--- src/rtl/core/edt_pkg.sv ---
// ----------------------------------------------------------------------------
// edt_pkg: shared types and constants of the encoder detent tracker
// Holds the request structs of both channels, register indexes, detent
// mode codes and the command and status groups between controller and datapath.
// ----------------------------------------------------------------------------
package edt_pkg;

  // Request fields of one input item
  typedef struct packed {
    logic               opcode;
    logic        [15:0] raw_angle;
    logic signed [31:0] new_position;
  } edt_in_t;

  // Request fields of one result item
  typedef struct packed {
    logic signed [31:0] position;
    logic signed [31:0] detent_position;
    logic signed [15:0] detent_offset;
    logic               in_detent;
    logic               entered_detent;
  } edt_out_t;

  // Opcodes
  localparam logic OP_ANGLE   = 1'b0;
  localparam logic OP_SET_POS = 1'b1;

  // Configuration register indexes
  localparam int unsigned CFG_INDEX_WIDTH = 2;
  localparam int unsigned CFG_DATA_WIDTH  = 16;
  localparam logic [CFG_INDEX_WIDTH-1:0] CFG_IDX_MODE    = 2'd0;
  localparam logic [CFG_INDEX_WIDTH-1:0] CFG_IDX_SPACING = 2'd1;
  localparam logic [CFG_INDEX_WIDTH-1:0] CFG_IDX_FRAC    = 2'd2;

  // Detent modes
  localparam logic [2:0] MODE_NONE   = 3'd0;
  localparam logic [2:0] MODE_LIGHT  = 3'd1;
  localparam logic [2:0] MODE_MEDIUM = 3'd2;
  localparam logic [2:0] MODE_HEAVY  = 3'd3;
  localparam logic [2:0] MODE_CUSTOM = 3'd4;

  // Fixed spacings in position counts
  localparam logic [15:0] SPACING_LIGHT  = 16'd683;
  localparam logic [15:0] SPACING_MEDIUM = 16'd1365;
  localparam logic [15:0] SPACING_HEAVY  = 16'd2731;

  // Register reset values
  localparam logic [2:0]  MODE_RESET    = MODE_MEDIUM;
  localparam logic [15:0] SPACING_RESET = 16'd1365;
  localparam logic [7:0]  FRAC_RESET    = 8'd26;

  // Controller to datapath commands
  typedef struct packed {
    logic accept_item;  // apply the accepted request to the position
    logic cfg_write;    // write the addressed register
    logic start;        // latch spacing, zone and start the remainder unit
    logic fix_mod;      // turn the magnitude remainder into a floor modulo
    logic fix_wrap;     // add half a spacing and wrap
    logic apply;        // update dead-zone flag and held detent
    logic load_out;     // load the result register
  } edt_cmd_t;

  // Datapath to controller status
  typedef struct packed {
    logic rem_done;     // remainder unit finished
    logic out_busy;     // result register full and stalled
  } edt_status_t;

endpackage

--- src/rtl/core/edt_rem.sv ---
// ----------------------------------------------------------------------------
// edt_rem: iterative remainder unit
// Restoring division of an unsigned dividend by a 16-bit divisor, one
// dividend bit per cycle; only the remainder is kept.
// ----------------------------------------------------------------------------
module edt_rem #(
  parameter int unsigned DIVIDEND_WIDTH = 32
) (
  input  logic                      clk_i,
  input  logic                      rst_ni,
  input  logic                      start_i,
  input  logic [DIVIDEND_WIDTH-1:0] dividend_i,
  input  logic [15:0]               divisor_i,
  output logic                      done_o,
  output logic [15:0]               rem_o
);

  localparam int unsigned CntWidth = $clog2(DIVIDEND_WIDTH + 1);

  logic [CntWidth-1:0]       cnt_q, cnt_d;
  logic [DIVIDEND_WIDTH-1:0] shift_q, shift_d;
  logic [15:0]               rem_q, rem_d;
  logic [15:0]               div_q, div_d;
  logic [16:0]               trial;

  // One restoring step: shift in the next dividend bit, subtract if it fits
  always_comb begin
    trial   = {rem_q, shift_q[DIVIDEND_WIDTH-1]};
    cnt_d   = cnt_q;
    shift_d = shift_q;
    rem_d   = rem_q;
    div_d   = div_q;
    if (start_i) begin
      cnt_d   = CntWidth'(DIVIDEND_WIDTH);
      shift_d = dividend_i;
      rem_d   = '0;
      div_d   = divisor_i;
    end else if (cnt_q != '0) begin
      cnt_d   = cnt_q - CntWidth'(1);
      shift_d = {shift_q[DIVIDEND_WIDTH-2:0], 1'b0};
      if (trial >= {1'b0, div_q}) begin
        rem_d = 16'(trial - {1'b0, div_q});
      end else begin
        rem_d = trial[15:0];
      end
    end
  end

  // Hold the step counter
  always_ff @(posedge clk_i or negedge rst_ni) begin
    if (!rst_ni) begin
      cnt_q <= '0;
    end else begin
      cnt_q <= cnt_d;
    end
  end

  // Advance the working registers
  always_ff @(posedge clk_i) begin
    shift_q <= shift_d;
    rem_q   <= rem_d;
    div_q   <= div_d;
  end

  assign done_o = (cnt_q == '0);
  assign rem_o  = rem_q;

endmodule

--- src/rtl/core/edt_datapath.sv ---
// ----------------------------------------------------------------------------
// edt_datapath: position unwrap and detent evaluation
// Holds the configuration registers, the unwrapped position, the detent
// state and the result register; runs the steps the controller commands.
// ----------------------------------------------------------------------------
module edt_datapath #(
  parameter int unsigned POSITION_WIDTH = 32,
  parameter int unsigned ANGLE_WIDTH    = 16
) (
  input  logic                                   clk_i,
  input  logic                                   rst_ni,
  input  edt_pkg::edt_cmd_t                      cmd_i,
  output edt_pkg::edt_status_t                   status_o,
  input  edt_pkg::edt_in_t                       in_data_i,
  input  logic [edt_pkg::CFG_INDEX_WIDTH-1:0]    cfg_index_i,
  input  logic [edt_pkg::CFG_DATA_WIDTH-1:0]     cfg_data_i,
  output logic                                   out_valid_o,
  input  logic                                   out_stall_i,
  output edt_pkg::edt_out_t                      out_data_o
);

  import edt_pkg::*;

  localparam int unsigned PW = POSITION_WIDTH;
  localparam int unsigned AW = ANGLE_WIDTH;

  // Configuration registers
  logic [2:0]  mode_q;
  logic [15:0] spacing_q;
  logic [7:0]  frac_q;

  // Tracking state
  logic [AW-1:0] last_angle_q;
  logic          primed_q;
  logic [PW-1:0] pos_q, pos_d;
  logic [PW-1:0] held_q, held_d;
  logic          inside_q, inside_d;
  logic          entered_q, entered_d;
  logic signed [16:0] off_q, off_d;

  // Evaluation registers
  logic [15:0] eval_s_q, eval_h_q, zone_q, m_q, t_q;
  logic        neg_q;

  // Result register
  logic     out_valid_q;
  edt_out_t out_q;

  logic [15:0]        spacing;
  logic [23:0]        zone_prod;
  logic [AW-1:0]      angle, angle_diff;
  logic [PW-1:0]      pos_abs;
  logic [15:0]        rem;
  logic               rem_done;
  logic [16:0]        wrap_sum;
  logic signed [16:0] off_new;
  logic [15:0]        mag;
  logic               in_new;
  logic signed [PW-1:0] off_ext;

  // Select the spacing of the current mode; zero custom spacing counts as one
  always_comb begin
    case (mode_q)
      MODE_LIGHT:  spacing = SPACING_LIGHT;
      MODE_MEDIUM: spacing = SPACING_MEDIUM;
      MODE_HEAVY:  spacing = SPACING_HEAVY;
      default:     spacing = (spacing_q == '0) ? 16'd1 : spacing_q;
    endcase
  end

  assign zone_prod = 24'(spacing) * 24'(frac_q);

  // Unwrap the angle difference into the position
  assign angle      = in_data_i.raw_angle[AW-1:0];
  assign angle_diff = angle - last_angle_q;

  always_comb begin
    pos_d = pos_q;
    if (cmd_i.accept_item) begin
      if (in_data_i.opcode == OP_SET_POS) begin
        pos_d = PW'(in_data_i.new_position);
      end else if (primed_q) begin
        pos_d = pos_q + PW'($signed(angle_diff));
      end
    end
  end

  // Magnitude of the position for the remainder unit
  assign pos_abs = pos_q[PW-1] ? (~pos_q + PW'(1)) : pos_q;

  edt_rem #(
    .DIVIDEND_WIDTH(PW)
  ) u_rem (
    .clk_i      (clk_i),
    .rst_ni     (rst_ni),
    .start_i    (cmd_i.start),
    .dividend_i (pos_abs),
    .divisor_i  (spacing),
    .done_o     (rem_done),
    .rem_o      (rem)
  );

  // Offset from the nearest detent and dead-zone test
  assign wrap_sum = {1'b0, m_q} + {1'b0, eval_h_q};
  assign off_new  = $signed({1'b0, t_q}) - $signed({1'b0, eval_h_q});
  assign mag      = (t_q >= eval_h_q) ? (t_q - eval_h_q) : (eval_h_q - t_q);
  assign in_new   = (mag <= zone_q);
  assign off_ext  = PW'(off_new);

  always_comb begin
    inside_d  = inside_q;
    held_d    = held_q;
    off_d     = off_q;
    entered_d = entered_q;
    if (cmd_i.apply) begin
      if (mode_q == MODE_NONE) begin
        inside_d  = 1'b0;
        held_d    = pos_q;
        off_d     = '0;
        entered_d = 1'b0;
      end else begin
        inside_d  = in_new;
        off_d     = off_new;
        entered_d = in_new && !inside_q;
        if (in_new) begin
          held_d = pos_q - off_ext;
        end
      end
    end
  end

  // Hold configuration and tracking state
  always_ff @(posedge clk_i or negedge rst_ni) begin
    if (!rst_ni) begin
      mode_q       <= MODE_RESET;
      spacing_q    <= SPACING_RESET;
      frac_q       <= FRAC_RESET;
      last_angle_q <= '0;
      primed_q     <= 1'b0;
      pos_q        <= '0;
      held_q       <= '0;
      inside_q     <= 1'b1;
      out_valid_q  <= 1'b0;
    end else begin
      if (cmd_i.cfg_write) begin
        case (cfg_index_i)
          CFG_IDX_MODE:    mode_q    <= cfg_data_i[2:0];
          CFG_IDX_SPACING: spacing_q <= cfg_data_i[15:0];
          CFG_IDX_FRAC:    frac_q    <= cfg_data_i[7:0];
          default:         ;
        endcase
      end
      if (cmd_i.accept_item && in_data_i.opcode == OP_ANGLE) begin
        last_angle_q <= angle;
        primed_q     <= 1'b1;
      end
      pos_q    <= pos_d;
      held_q   <= held_d;
      inside_q <= inside_d;
      if (cmd_i.load_out) begin
        out_valid_q <= 1'b1;
      end else if (!out_stall_i) begin
        out_valid_q <= 1'b0;
      end
    end
  end

  // Advance the evaluation steps
  always_ff @(posedge clk_i) begin
    off_q     <= off_d;
    entered_q <= entered_d;
    if (cmd_i.start) begin
      eval_s_q <= spacing;
      eval_h_q <= {1'b0, spacing[15:1]};
      zone_q   <= zone_prod[23:8];
      neg_q    <= pos_q[PW-1];
    end
    if (cmd_i.fix_mod) begin
      m_q <= (neg_q && rem != '0) ? (eval_s_q - rem) : rem;
    end
    if (cmd_i.fix_wrap) begin
      t_q <= (wrap_sum >= {1'b0, eval_s_q}) ? 16'(wrap_sum - {1'b0, eval_s_q})
                                             : wrap_sum[15:0];
    end
    if (cmd_i.load_out) begin
      out_q.position        <= 32'($unsigned(pos_q));
      out_q.detent_position <= 32'($unsigned(held_q));
      out_q.detent_offset   <= off_q[15:0];
      out_q.in_detent       <= (mode_q != MODE_NONE) && inside_q;
      out_q.entered_detent  <= entered_q;
    end
  end

  assign status_o.rem_done = rem_done;
  assign status_o.out_busy = out_valid_q && out_stall_i;
  assign out_valid_o       = out_valid_q;
  assign out_data_o        = out_q;

endmodule

--- src/rtl/core/edt_ctrl.sv ---
// ----------------------------------------------------------------------------
// edt_ctrl: sequencer of the encoder detent tracker
// Takes requests and register writes while idle, then steps the datapath
// through remainder, wrap, apply and, for requests, result load.
// ----------------------------------------------------------------------------
module edt_ctrl (
  input  logic                                clk_i,
  input  logic                                rst_ni,
  input  logic                                in_valid_i,
  output logic                                in_stall_o,
  input  logic                                cfg_valid_i,
  output logic                                cfg_ready_o,
  input  logic [edt_pkg::CFG_INDEX_WIDTH-1:0] cfg_index_i,
  output edt_pkg::edt_cmd_t                   cmd_o,
  input  edt_pkg::edt_status_t                status_i
);

  import edt_pkg::*;

  localparam logic [2:0] ST_IDLE  = 3'd0;
  localparam logic [2:0] ST_START = 3'd1;
  localparam logic [2:0] ST_DIV   = 3'd2;
  localparam logic [2:0] ST_MOD   = 3'd3;
  localparam logic [2:0] ST_WRAP  = 3'd4;
  localparam logic [2:0] ST_APPLY = 3'd5;
  localparam logic [2:0] ST_OUT   = 3'd6;

  logic [2:0] state_q, state_d;
  logic       report_q, report_d;
  logic       idle;

  assign idle        = (state_q == ST_IDLE);
  assign cfg_ready_o = idle;
  assign in_stall_o  = !idle || cfg_valid_i;

  // Sequence one evaluation
  always_comb begin
    state_d  = state_q;
    report_d = report_q;
    cmd_o    = '0;
    case (state_q)
      ST_IDLE: begin
        if (cfg_valid_i) begin
          cmd_o.cfg_write = 1'b1;
          if (cfg_index_i inside {CFG_IDX_MODE, CFG_IDX_SPACING, CFG_IDX_FRAC}) begin
            report_d = 1'b0;
            state_d  = ST_START;
          end
        end else if (in_valid_i) begin
          cmd_o.accept_item = 1'b1;
          report_d          = 1'b1;
          state_d           = ST_START;
        end
      end
      ST_START: begin
        cmd_o.start = 1'b1;
        state_d     = ST_DIV;
      end
      ST_DIV: begin
        if (status_i.rem_done) begin
          state_d = ST_MOD;
        end
      end
      ST_MOD: begin
        cmd_o.fix_mod = 1'b1;
        state_d       = ST_WRAP;
      end
      ST_WRAP: begin
        cmd_o.fix_wrap = 1'b1;
        state_d        = ST_APPLY;
      end
      ST_APPLY: begin
        cmd_o.apply = 1'b1;
        state_d     = report_q ? ST_OUT : ST_IDLE;
      end
      ST_OUT: begin
        if (!status_i.out_busy) begin
          cmd_o.load_out = 1'b1;
          state_d        = ST_IDLE;
        end
      end
      default: begin
        state_d = ST_IDLE;
      end
    endcase
  end

  // Hold state
  always_ff @(posedge clk_i or negedge rst_ni) begin
    if (!rst_ni) begin
      state_q  <= ST_IDLE;
      report_q <= 1'b0;
    end else begin
      state_q  <= state_d;
      report_q <= report_d;
    end
  end

endmodule

--- src/rtl/core/encoder_detent_tracker.sv ---
// ----------------------------------------------------------------------------
// encoder_detent_tracker: rotary encoder unwrap and detent snap
// Unwraps absolute encoder angles into a position and snaps it to a
// detent grid, reporting held detent, offset and dead-zone events.
// ----------------------------------------------------------------------------
//
//   channel  direction  handshake           payload
//   in       input      in_valid / stall    edt_in_t  (opcode, angle, position)
//   out      output     out_valid / stall   edt_out_t (position, detent, flags)
//   cfg      input      cfg_valid / ready   2-bit index, 16-bit data
//
// Each request runs the remainder unit, one dividend bit per cycle, then the
// modulo fix, wrap, apply and result load; a register write to a known
// index re-runs the same evaluation without loading a result.
// Reset is asynchronous, active low, and restores the register defaults.
// A stalled result is held in the output register; a new request may be
// taken meanwhile and waits at the final step until that register frees.
//
module encoder_detent_tracker #(
  parameter int unsigned POSITION_WIDTH = 32,
  parameter int unsigned ANGLE_WIDTH    = 16
) (
  input  logic                                clk_i,
  input  logic                                rst_ni,
  input  logic                                in_valid_i,
  output logic                                in_stall_o,
  input  edt_pkg::edt_in_t                    in_data_i,
  output logic                                out_valid_o,
  input  logic                                out_stall_i,
  output edt_pkg::edt_out_t                   out_data_o,
  input  logic                                cfg_valid_i,
  output logic                                cfg_ready_o,
  input  logic [edt_pkg::CFG_INDEX_WIDTH-1:0] cfg_index_i,
  input  logic [edt_pkg::CFG_DATA_WIDTH-1:0]  cfg_data_i
);

  import edt_pkg::*;

  edt_cmd_t    cmd;
  edt_status_t status;

  // Sequencer
  edt_ctrl u_ctrl (
    .clk_i       (clk_i),
    .rst_ni      (rst_ni),
    .in_valid_i  (in_valid_i),
    .in_stall_o  (in_stall_o),
    .cfg_valid_i (cfg_valid_i),
    .cfg_ready_o (cfg_ready_o),
    .cfg_index_i (cfg_index_i),
    .cmd_o       (cmd),
    .status_i    (status)
  );

  // Datapath
  edt_datapath #(
    .POSITION_WIDTH(POSITION_WIDTH),
    .ANGLE_WIDTH   (ANGLE_WIDTH)
  ) u_datapath (
    .clk_i       (clk_i),
    .rst_ni      (rst_ni),
    .cmd_i       (cmd),
    .status_o    (status),
    .in_data_i   (in_data_i),
    .cfg_index_i (cfg_index_i),
    .cfg_data_i  (cfg_data_i),
    .out_valid_o (out_valid_o),
    .out_stall_i (out_stall_i),
    .out_data_o  (out_data_o)
  );

endmodule

--- config.mk ---
export PLATFORM = sky130hd
export DESIGN_NAME = encoder_detent_tracker
export DESIGN_NICKNAME = d
export VERILOG_FILES = /design/src/rtl/core/edt_pkg.sv /design/src/rtl/core/edt_rem.sv /design/src/rtl/core/edt_datapath.sv /design/src/rtl/core/edt_ctrl.sv /design/src/rtl/core/encoder_detent_tracker.sv
export SDC_FILE = /design/constraint.sdc
export NUM_CORES = 1
export LEC_CHECK = 0
export ABC_AREA = 1
export BUFFER_PORTS_ARGS = -buffer_cell sky130_fd_sc_hd__clkbuf_2
export CORE_ASPECT_RATIO = 0.7
export CORE_MARGIN = 2
export CORE_UTILIZATION = 55
export DETAILED_ROUTE_END_ITERATION = 10
export PLACE_DENSITY = 0.79
export SYNTH_ARGS = -nofsm -noshare
export SYNTH_HDL_FRONTEND = slang
export SYNTH_SLANG_ARGS = --single-unit
export TNS_END_PERCENT = 100
--- constraint.sdc ---
create_clock -name clk_i -period 16.1 [get_ports clk_i]
set_input_delay 4.025 -clock clk_i [delete_from_list [all_inputs] [get_ports clk_i]]
set_output_delay 4.025 -clock clk_i [all_outputs]
set_load 0.02 [all_outputs]
# ---- Word level (Yosys, flattened, before mapping)
# Index checks and enable logic that the tools add are counted.
dict set report totals {
  register_bits 347
  latch_bits 0
  mem_bits_rw 0
  romBits 0
  input_bits 72
  wordCells 129
  mem_count 0
}
dict set report classes {
  addsub 12
  mul 1
  n_div 0
  order_cmp 4
  eq_ne 17
  shifts 0
  mux 38
  bitwise_logic 2
  reduce_logical 28
}
# cell n
set ops {}
lappend ops {{$mux W32} 7}
lappend ops {{$mux W16} 5}
lappend ops {{$sub A16 B16 Y16} 4}
lappend ops {{$pmux W16 S3} 1}
lappend ops {{$ge A17 B16 Y1} 2}
lappend ops {{$add A32 B1 Y32 const B} 1}
lappend ops {{$add A32 B32 Y32} 1}
lappend ops {{$not A32 Y32} 1}
lappend ops {{$sub A32 B32 Y32} 1}
lappend ops {{$mul A16 B8 Y24} 1}
lappend ops {{$pmux W3 S7} 1}
lappend ops {{$mux W3} 6}
lappend ops {{$add A16 B15 Y17} 1}
lappend ops {{$sub A16 B15 Y17} 1}
lappend ops {{$ge A16 B15 Y1} 1}
lappend ops {{$le A16 B16 Y1} 1}
lappend ops {{$logic_not A16 Y1} 1}
lappend ops {{$reduce_bool A16 Y1} 1}
lappend ops {{$sub A15 B16 Y16} 1}
lappend ops {{$sub A16 B15 Y16} 1}
lappend ops {{$mux W1} 15}
lappend ops {{$eq A3 B2 Y1 const B} 4}
lappend ops {{$mux W6} 2}
lappend ops {{$reduce_and A2 Y1} 5}
lappend ops {{other kinds (21)} 37}

# ---- Logic depth before layout (Yosys ltp)
# Gate-level depths: netlist of run 1.
dict set report logic_depth {
  word_depth 5
  mapped_depth 28
  ltp_nobuf 27
}

# ---- Modules after synthesis
# Synthesis of run 1 repeated with hierarchy kept, for this count alone.
dict set report unflattened {
  cells_unflattened 3656
  hier_area_um2 28195.8
}
# mod instances cells_per_inst area_per_inst_um2 seq_area_each_um2
set modules_own_cells {}
lappend modules_own_cells {edt_datapath 1 3108 23834.1 7691.1}
lappend modules_own_cells {edt_rem 1 503 4063.9 1911.8}
lappend modules_own_cells {edt_ctrl 1 45 297.8 100.1}

# ---- Worst setup path before layout of run 1
# Ideal clock, no wire load.
dict set report synth_timing {
  path_type {input -> register}
  from {input out_stall_i}
  to {register u_datapath.out_q, in the netlist u_datapath.out_data_o[0], enable pin}
  setup_time_ps 549
  t_arrival_ps 8014
  required_time_ps 15551
  path_slack_ps 7537
  stages 1
  path_buffers 0
  cell_sequence {a21oi_1}
}
dict set report synth_via {
  elab_chain_cells 3
}
# item line
set synth_lines {}
lappend synth_lines {{start, declared} encoder_detent_tracker.sv:29} ;# input logic out_stall_i,
lappend synth_lines {{$logic_and A1 B1 Y1} edt_datapath.sv:195} ;# assign status_o.out_busy = out_valid_q && out_stall_i;
lappend synth_lines {{$mux W1} edt_ctrl.sv:77} ;# if (!status_i.out_busy) begin
lappend synth_lines {{$mux W1} edt_ctrl.sv:41} ;# case (state_q)
lappend synth_lines {{end, declared} edt_datapath.sv:47} ;# edt_out_t out_q;
# No other way between the ends.
# A chain may end at the register's enable or synchronous reset.

# ---- Worst setup path in the final report of run 1
dict set report layout_timing {
  from {input cfg_valid_i}
  to {output in_stall_o}
}
dict set report layout_via {
  elab_chain_cells 1
}
# item line
set layout_lines {}
lappend layout_lines {{start, declared} encoder_detent_tracker.sv:31} ;# input logic cfg_valid_i,
lappend layout_lines {{$logic_or A1 B1 Y1} edt_ctrl.sv:34} ;# assign in_stall_o = !idle || cfg_valid_i;
lappend layout_lines {{end, declared} encoder_detent_tracker.sv:26} ;# output logic in_stall_o,
# No other way between the ends.

==> results of run 1 <==
==> per-stage QoR <==
step	cell area, µm²	setup slack (ns)
detailed placement	28800	7.64
finish	30000	7.64
global placement	28800	7.62
global route	30000	7.58
floorplan	27400	7.54
CTS	30000	7.64
==> per-layer routing <==
layer,part of all wire,vias up,GRT usage,routed length [µm]
met4,0.018,4,0.0678,1450
li1,-,12000,-,-
met3,0.14,105,0.0943,11000
met2,0.38,1264,0.412,30000
met5,0.00035,-,0,28
met1,0.46,11400,0.484,37000
==> critical path, delay by kind of cell <==
kind / cells / cell delay, ns
buffers and inverters: 3 / 0.31
and+or+nand+nor: 1 / 0.09
==> synth_stat cells, types with 26 or more instances <==
library cell | n | area (µm²)
a21o_1 | 30 | 225
a21oi_1 | 248 | 1240
clkbuf_1 | 38 | 143
dfrtp_1 | 109 | 2730
edfxtp_1 | 196 | 5890
fa_1 | 92 | 1840
ha_1 | 228 | 2850
inv_1 | 497 | 1870
nand2_1 | 834 | 3130
nand3_1 | 169 | 846
nand4_1 | 43 | 269
nor2_1 | 393 | 1480
nor3_1 | 34 | 170
o21ai_0 | 189 | 946
o21ai_1 | 49 | 245
xnor2_1 | 26 | 228
xor2_1 | 104 | 911
==> area by class of cell <==
cell class / instances / area, µm²
flip-flops and latches: 332 / 9220
clock inverters: 24 / 254
clock buffers: 44 / 1000
inverters: 513 / 1930
multi-input cells: 2628 / 15900
repair buffers: 169 / 885
fillers: 4430 / 19200
well taps: 665 / 832
==> logic make-up after synthesis <==
logic type	share of synthesized area
AO/OA/AOI/OAI	0.129
XOR/XNOR	0.0416
adder cells (fa/ha/maj)	0.172
buffers and inverters	0.0828
flip-flops	0.337
multiplexers	0.00288
AND/OR/NAND/NOR	0.235
==> placed cells by master, fill, tap and decap left out, drive strengths merged, types with 13 or more instances in the layout <==
| master | n |
|---|---|
| o21ai | 240 |
| o21bai | 22 |
| a21oi | 255 |
| buf | 14 |
| o211ai | 22 |
| xnor2 | 26 |
| nor3 | 38 |
| inv | 518 |
| xor2 | 104 |
| nor2 | 403 |
| clkbuf | 199 |
| a31oi | 13 |
| dfrtp | 109 |
| nand3 | 174 |
| dfxtp | 16 |
| nand4 | 44 |
| a21o | 31 |
| fa | 92 |
| edfxtp | 196 |
| nand2 | 846 |
| ha | 228 |
==> final timing paths <==
check,startpoint,end,depth (start not counted)
max in group asynchronous,rst_ni,u_datapath.frac_q[5],2
worst max-delay path,cfg_valid_i,in_stall_o,4
worst min-delay path,u_datapath.off_q[14],u_datapath.out_data_o[16],0
worst max register to register,u_datapath.mode_q[1],u_datapath.zone_q[15],20
worst min register to register,u_datapath.off_q[14],u_datapath.out_data_o[16],0
min in group asynchronous,rst_ni,u_datapath.pos_q[25],1
==> flip-flops by register name, indices dropped and copies added, names as in the netlist, 3 cells and up <==
name	flops
u_datapath.out_data_o	82
u_datapath.held_q	32
u_datapath.pos_q	32
u_datapath.u_rem.shift_q	32
u_datapath.last_angle_q	16
u_datapath.m_q	16
u_datapath.off_q	16
u_datapath.spacing_q	16
u_datapath.t_q	16
u_datapath.u_rem.div_q	16
u_datapath.u_rem.rem_o	16
u_datapath.zone_q	16
u_datapath.frac_q	8
u_datapath.u_rem.cnt_q	6
u_ctrl.state_q	3
u_datapath.mode_q	3
==> impl_metrics.env, run 1 <==
export IMPL_status="finished, final reports clean"
export IMPL_slew_viol_final=0
export IMPL_via_count=24700
export IMPL_io_pins=157
export IMPL_dieArea_mm2=0.0516
export IMPL_nets=4073
export IMPL_drcViolationCount=0
export IMPL_fin_cells=4375
export IMPL_final_util=0.611
export IMPL_async_reset_ff_frac=0.361
export IMPL_cts_tree="done"
export IMPL_fin_hold_ws_ns=0.412
export IMPL_synthFlopType="edfxtp_1"
export IMPL_routabilityCongestion=0.985
export IMPL_clk_latency_ns=0.56
export IMPL_cts_htree_levels=2
export IMPL_cts_max_path_buffers=3
export IMPL_yosysUniqueCellTypes=66
export IMPL_synth_edf_count=196
export IMPL_initial_core_util=0.556
export IMPL_syn_inst=3541
export IMPL_worstPathMaxFanout=3
export IMPL_ff2ff_setup_slack_ns=10.19
export IMPL_cpPeakStageDelay_ns=0.17
export IMPL_worst_slew_pin_slew_ns=1.20
export IMPL_detail_route_antenna_nets=0
export IMPL_grt_overflow=0
export IMPL_worstPathRequired_ns=12.07
export IMPL_synth_fp_nets=3933
export IMPL_drive_gt1_frac=0.0863
export IMPL_critPathLaunchType="input pin"
export IMPL_io_buffers=156
export IMPL_cts_sinks=332
export IMPL_worst_setup_path_type="in2out"
export IMPL_rsz0062_at_grt="no"
export IMPL_yosysWarnings=0
export IMPL_cp_data_arrival_time_ns=4.43
export IMPL_placed_cells=4307
export IMPL_num_rows=68
export IMPL_cpMaxStageDelayCell="clkbuf_2"
export IMPL_diodes=0
export IMPL_final_setup_tns_ns=0
export IMPL_slew_headroom=0.196
export IMPL_setup_violations=0
export IMPL_grt_usage=0.309
export IMPL_synth_area_per_cell_um2=7.73
export IMPL_crit_top_cell="clkbuf_2"
export IMPL_area_delta_synth_final_pct=9.74
export IMPL_first_iter_violations=2647
export IMPL_cts_hold_buf=0
export IMPL_hp_class="reg2reg"
export IMPL_hold_viol_final=0
export IMPL_cp_end_kind="primary output"
export IMPL_finClkSkew_ns=0.0150
export IMPL_numCtsBuffers=37
export IMPL_finalCriticalPeriod_ns=8.46
export IMPL_syn_area_mm2=0.0274
export IMPL_chipWidth_um=271
export IMPL_core_mm2=0.0492
export IMPL_ys_seq_elements=332
export IMPL_wl_per_cell_um=18.2
export IMPL_die_h_um=191
export IMPL_wirelength_um=79500
export IMPL_grt_pass1_vias=22700
export IMPL_finalCritPeriodShare=0.525
export IMPL_clk_pin_slew_worst_paths_ns=0.06
export IMPL_antenna_found_initial=3
export IMPL_grt_pass1_wl_um=125000
export IMPL_ys_seq_area_frac=0.337
export IMPL_detail_route_vias_per_cell=5.65
export IMPL_hpwlAfterDp_um=62000
export IMPL_postCtsSetupBuffers=0
export IMPL_clock_fmax_mhz=118
export IMPL_cts_resized=0
export IMPL_cap_violations=0
export IMPL_cts_root_buf="clkbuf_16"
export IMPL_grt_max_degree=75
export IMPL_drt_pass1_iter_count=6
export IMPL_path_cells="clkbuf_2 -> inv_1 -> nand2_1 -> clkbuf_2"
Power of run 1 is left out: the tool's default activity adds up to more than one toggle a clock period on the data nets, which glitch-free logic cannot reach.
==> run 2, diff against run 1 <==
- PLACE_DENSITY: 0.79 -> 0.82
- clock period: 16.1 -> 7.2 ns (I/O delays scaled with it)
==> run 2 against run 1 <==
  * Register-to-register slack worse by 8.6 ns
  * Largest cell class unchanged
  * Sequential cell count stayed put
  * Critical endpoint is now u_datapath.zone_q[15]
  * Clock skew is 0.0021 ns higher
  * Count of clock-buffer cells in the layout is 5 higher
  * Global-route usage is 0.31 points higher
  * Cell count is 0.11% lower
  * Via count is 1.1% higher
==> impl_metrics.env, run 2 (synthesis gave the netlist of run 1 again) <==
export IMPL_mostFrequentLayoutCells="834 x nand2_1, 497 x inv_1, 391 x nor2_1"
export IMPL_hp_class="reg2reg"
export IMPL_grt_usage=0.312
export IMPL_setup_violations=0
export IMPL_detail_route_vias_per_cell=5.72
export IMPL_cts_resized=0
export IMPL_hpwlAfterDp_um=63700
export IMPL_numCtsBuffers=35
export IMPL_via_count=25000
export IMPL_cp_end_kind="flip-flop"
export IMPL_wl_per_cell_um=18.5
export IMPL_cts_sinks=332
export IMPL_cp_num_buf_inv=4
export IMPL_hold_viol_final=0
export IMPL_diodes=0
export IMPL_chipWidth_um=271
export IMPL_cts_htree_levels=2
export IMPL_layout_commonest_cell="nand2_1"
export IMPL_path_cells="o21ai_4 -> a21oi_1 -> nor2_1 -> fa_1 -> inv_1 -> fa_1 -> inv_1 -> fa_1 -> inv_1 -> fa_1 -> inv_1 -> ha_1 -> nand2_1 -> nor2_1 -> nor2_1 -> nor2_1 -> a2111oi_0 -> nand2_1 -> nand2_1 -> nand2_1"
export IMPL_cpMaxStageDelayCell="a21oi_1"
export IMPL_slew_viol_final=0
export IMPL_largest_reg_flops=82
export IMPL_cts_hold_buf=0
export IMPL_initial_core_util=0.556
export IMPL_grt_pass1_vias=23100
export IMPL_worstPathMaxFanout=9
export IMPL_final_setup_tns_ns=0
export IMPL_wirelength_um=80800
export IMPL_worst_slew_pin_slew_ns=1.11
export IMPL_finalCritPeriodShare=0.786
export IMPL_io_pins=157
export IMPL_drive_gt1_frac=0.0837
export IMPL_cpPeakStageDelay_ns=0.70
export IMPL_first_iter_violations=2567
export IMPL_clock_fmax_mhz=177
export IMPL_dieArea_mm2=0.0516
export IMPL_rsz0062_at_grt="no"
export IMPL_nets=4071
export IMPL_postCtsSetupBuffers=0
export IMPL_drt_pass1_iter_count=6
export IMPL_routabilityCongestion=0.977
export IMPL_critPathLaunchType="flip-flop"
export IMPL_ff2ff_setup_slack_ns=1.54
export IMPL_finClkSkew_ns=0.0171
export IMPL_clk_pin_slew_worst_paths_ns=0.06
export IMPL_grt_max_degree=72
export IMPL_detail_route_antenna_nets=0
export IMPL_cts_max_path_buffers=3
export IMPL_grt_pass1_wl_um=126000
export IMPL_worstPathRequired_ns=7.52
export IMPL_num_rows=68
export IMPL_finalCriticalPeriod_ns=5.66
export IMPL_grt_overflow=0
export IMPL_worst_setup_path_type="reg2reg"
export IMPL_cts_tree="done"
export IMPL_cts_root_buf="clkbuf_16"
export IMPL_area_delta_synth_final_pct=9.19
export IMPL_io_buffers=156
export IMPL_slew_headroom=0.260
export IMPL_status="finished, final reports clean"
export IMPL_cap_violations=0
export IMPL_antenna_found_initial=2
export IMPL_drcViolationCount=0
export IMPL_crit_family="adder cells"
export IMPL_cp_data_arrival_time_ns=5.98
export IMPL_core_mm2=0.0492
export IMPL_die_h_um=191
export IMPL_clk_latency_ns=0.58
==> run 2: path summary, 6_finish.rpt <==
check,cells after the start,from,to
max reg2reg,20,u_datapath.mode_q[1],u_datapath.zone_q[15]
min in group asynchronous,1,rst_ni,u_datapath.last_angle_q[13]
min,0,u_datapath.off_q[15],u_datapath.out_data_o[17]
max in group asynchronous,2,rst_ni,u_datapath.held_q[2]
max,20,u_datapath.mode_q[1],u_datapath.zone_q[15]
min reg2reg,0,u_datapath.off_q[15],u_datapath.out_data_o[17]
==> run 2: layout make-up <==
class / instances / area (µm²)
fill: 4362 / 19300
multi-input combinational: 2628 / 15900
sequential: 332 / 9220
inverter: 513 / 1930
clock buffer: 49 / 990
timing repair buffer: 169 / 885
tap: 665 / 832
clock inverter: 14 / 120
==> run 2: layer usage <==
metal | vias to the layer above | global-route usage | wire, µm
met5 | - | 0 | 27
met4 | 4 | 0.0754 | 1770
met3 | 136 | 0.0993 | 11300
met2 | 1379 | 0.415 | 30400
met1 | 11600 | 0.485 | 37400
li1 | 11900 | - | -
==> run 2: through the flow <==
stage                     instances  hold WS [ns]   util  setup WS (ns)  area [µm²]
after floorplan                3541         0.400      -          0.862       27400
after global placement         4307         0.403  0.585           1.75       28800
after detailed placement       4307         0.408  0.585           1.70       28800
after CTS                      4370         0.431  0.608           1.67       29900
after global routing           4370         0.441  0.608           1.30       29900
final                          4370         0.430  0.608           1.54       29900
Power of run 2 is left out for the same reason.
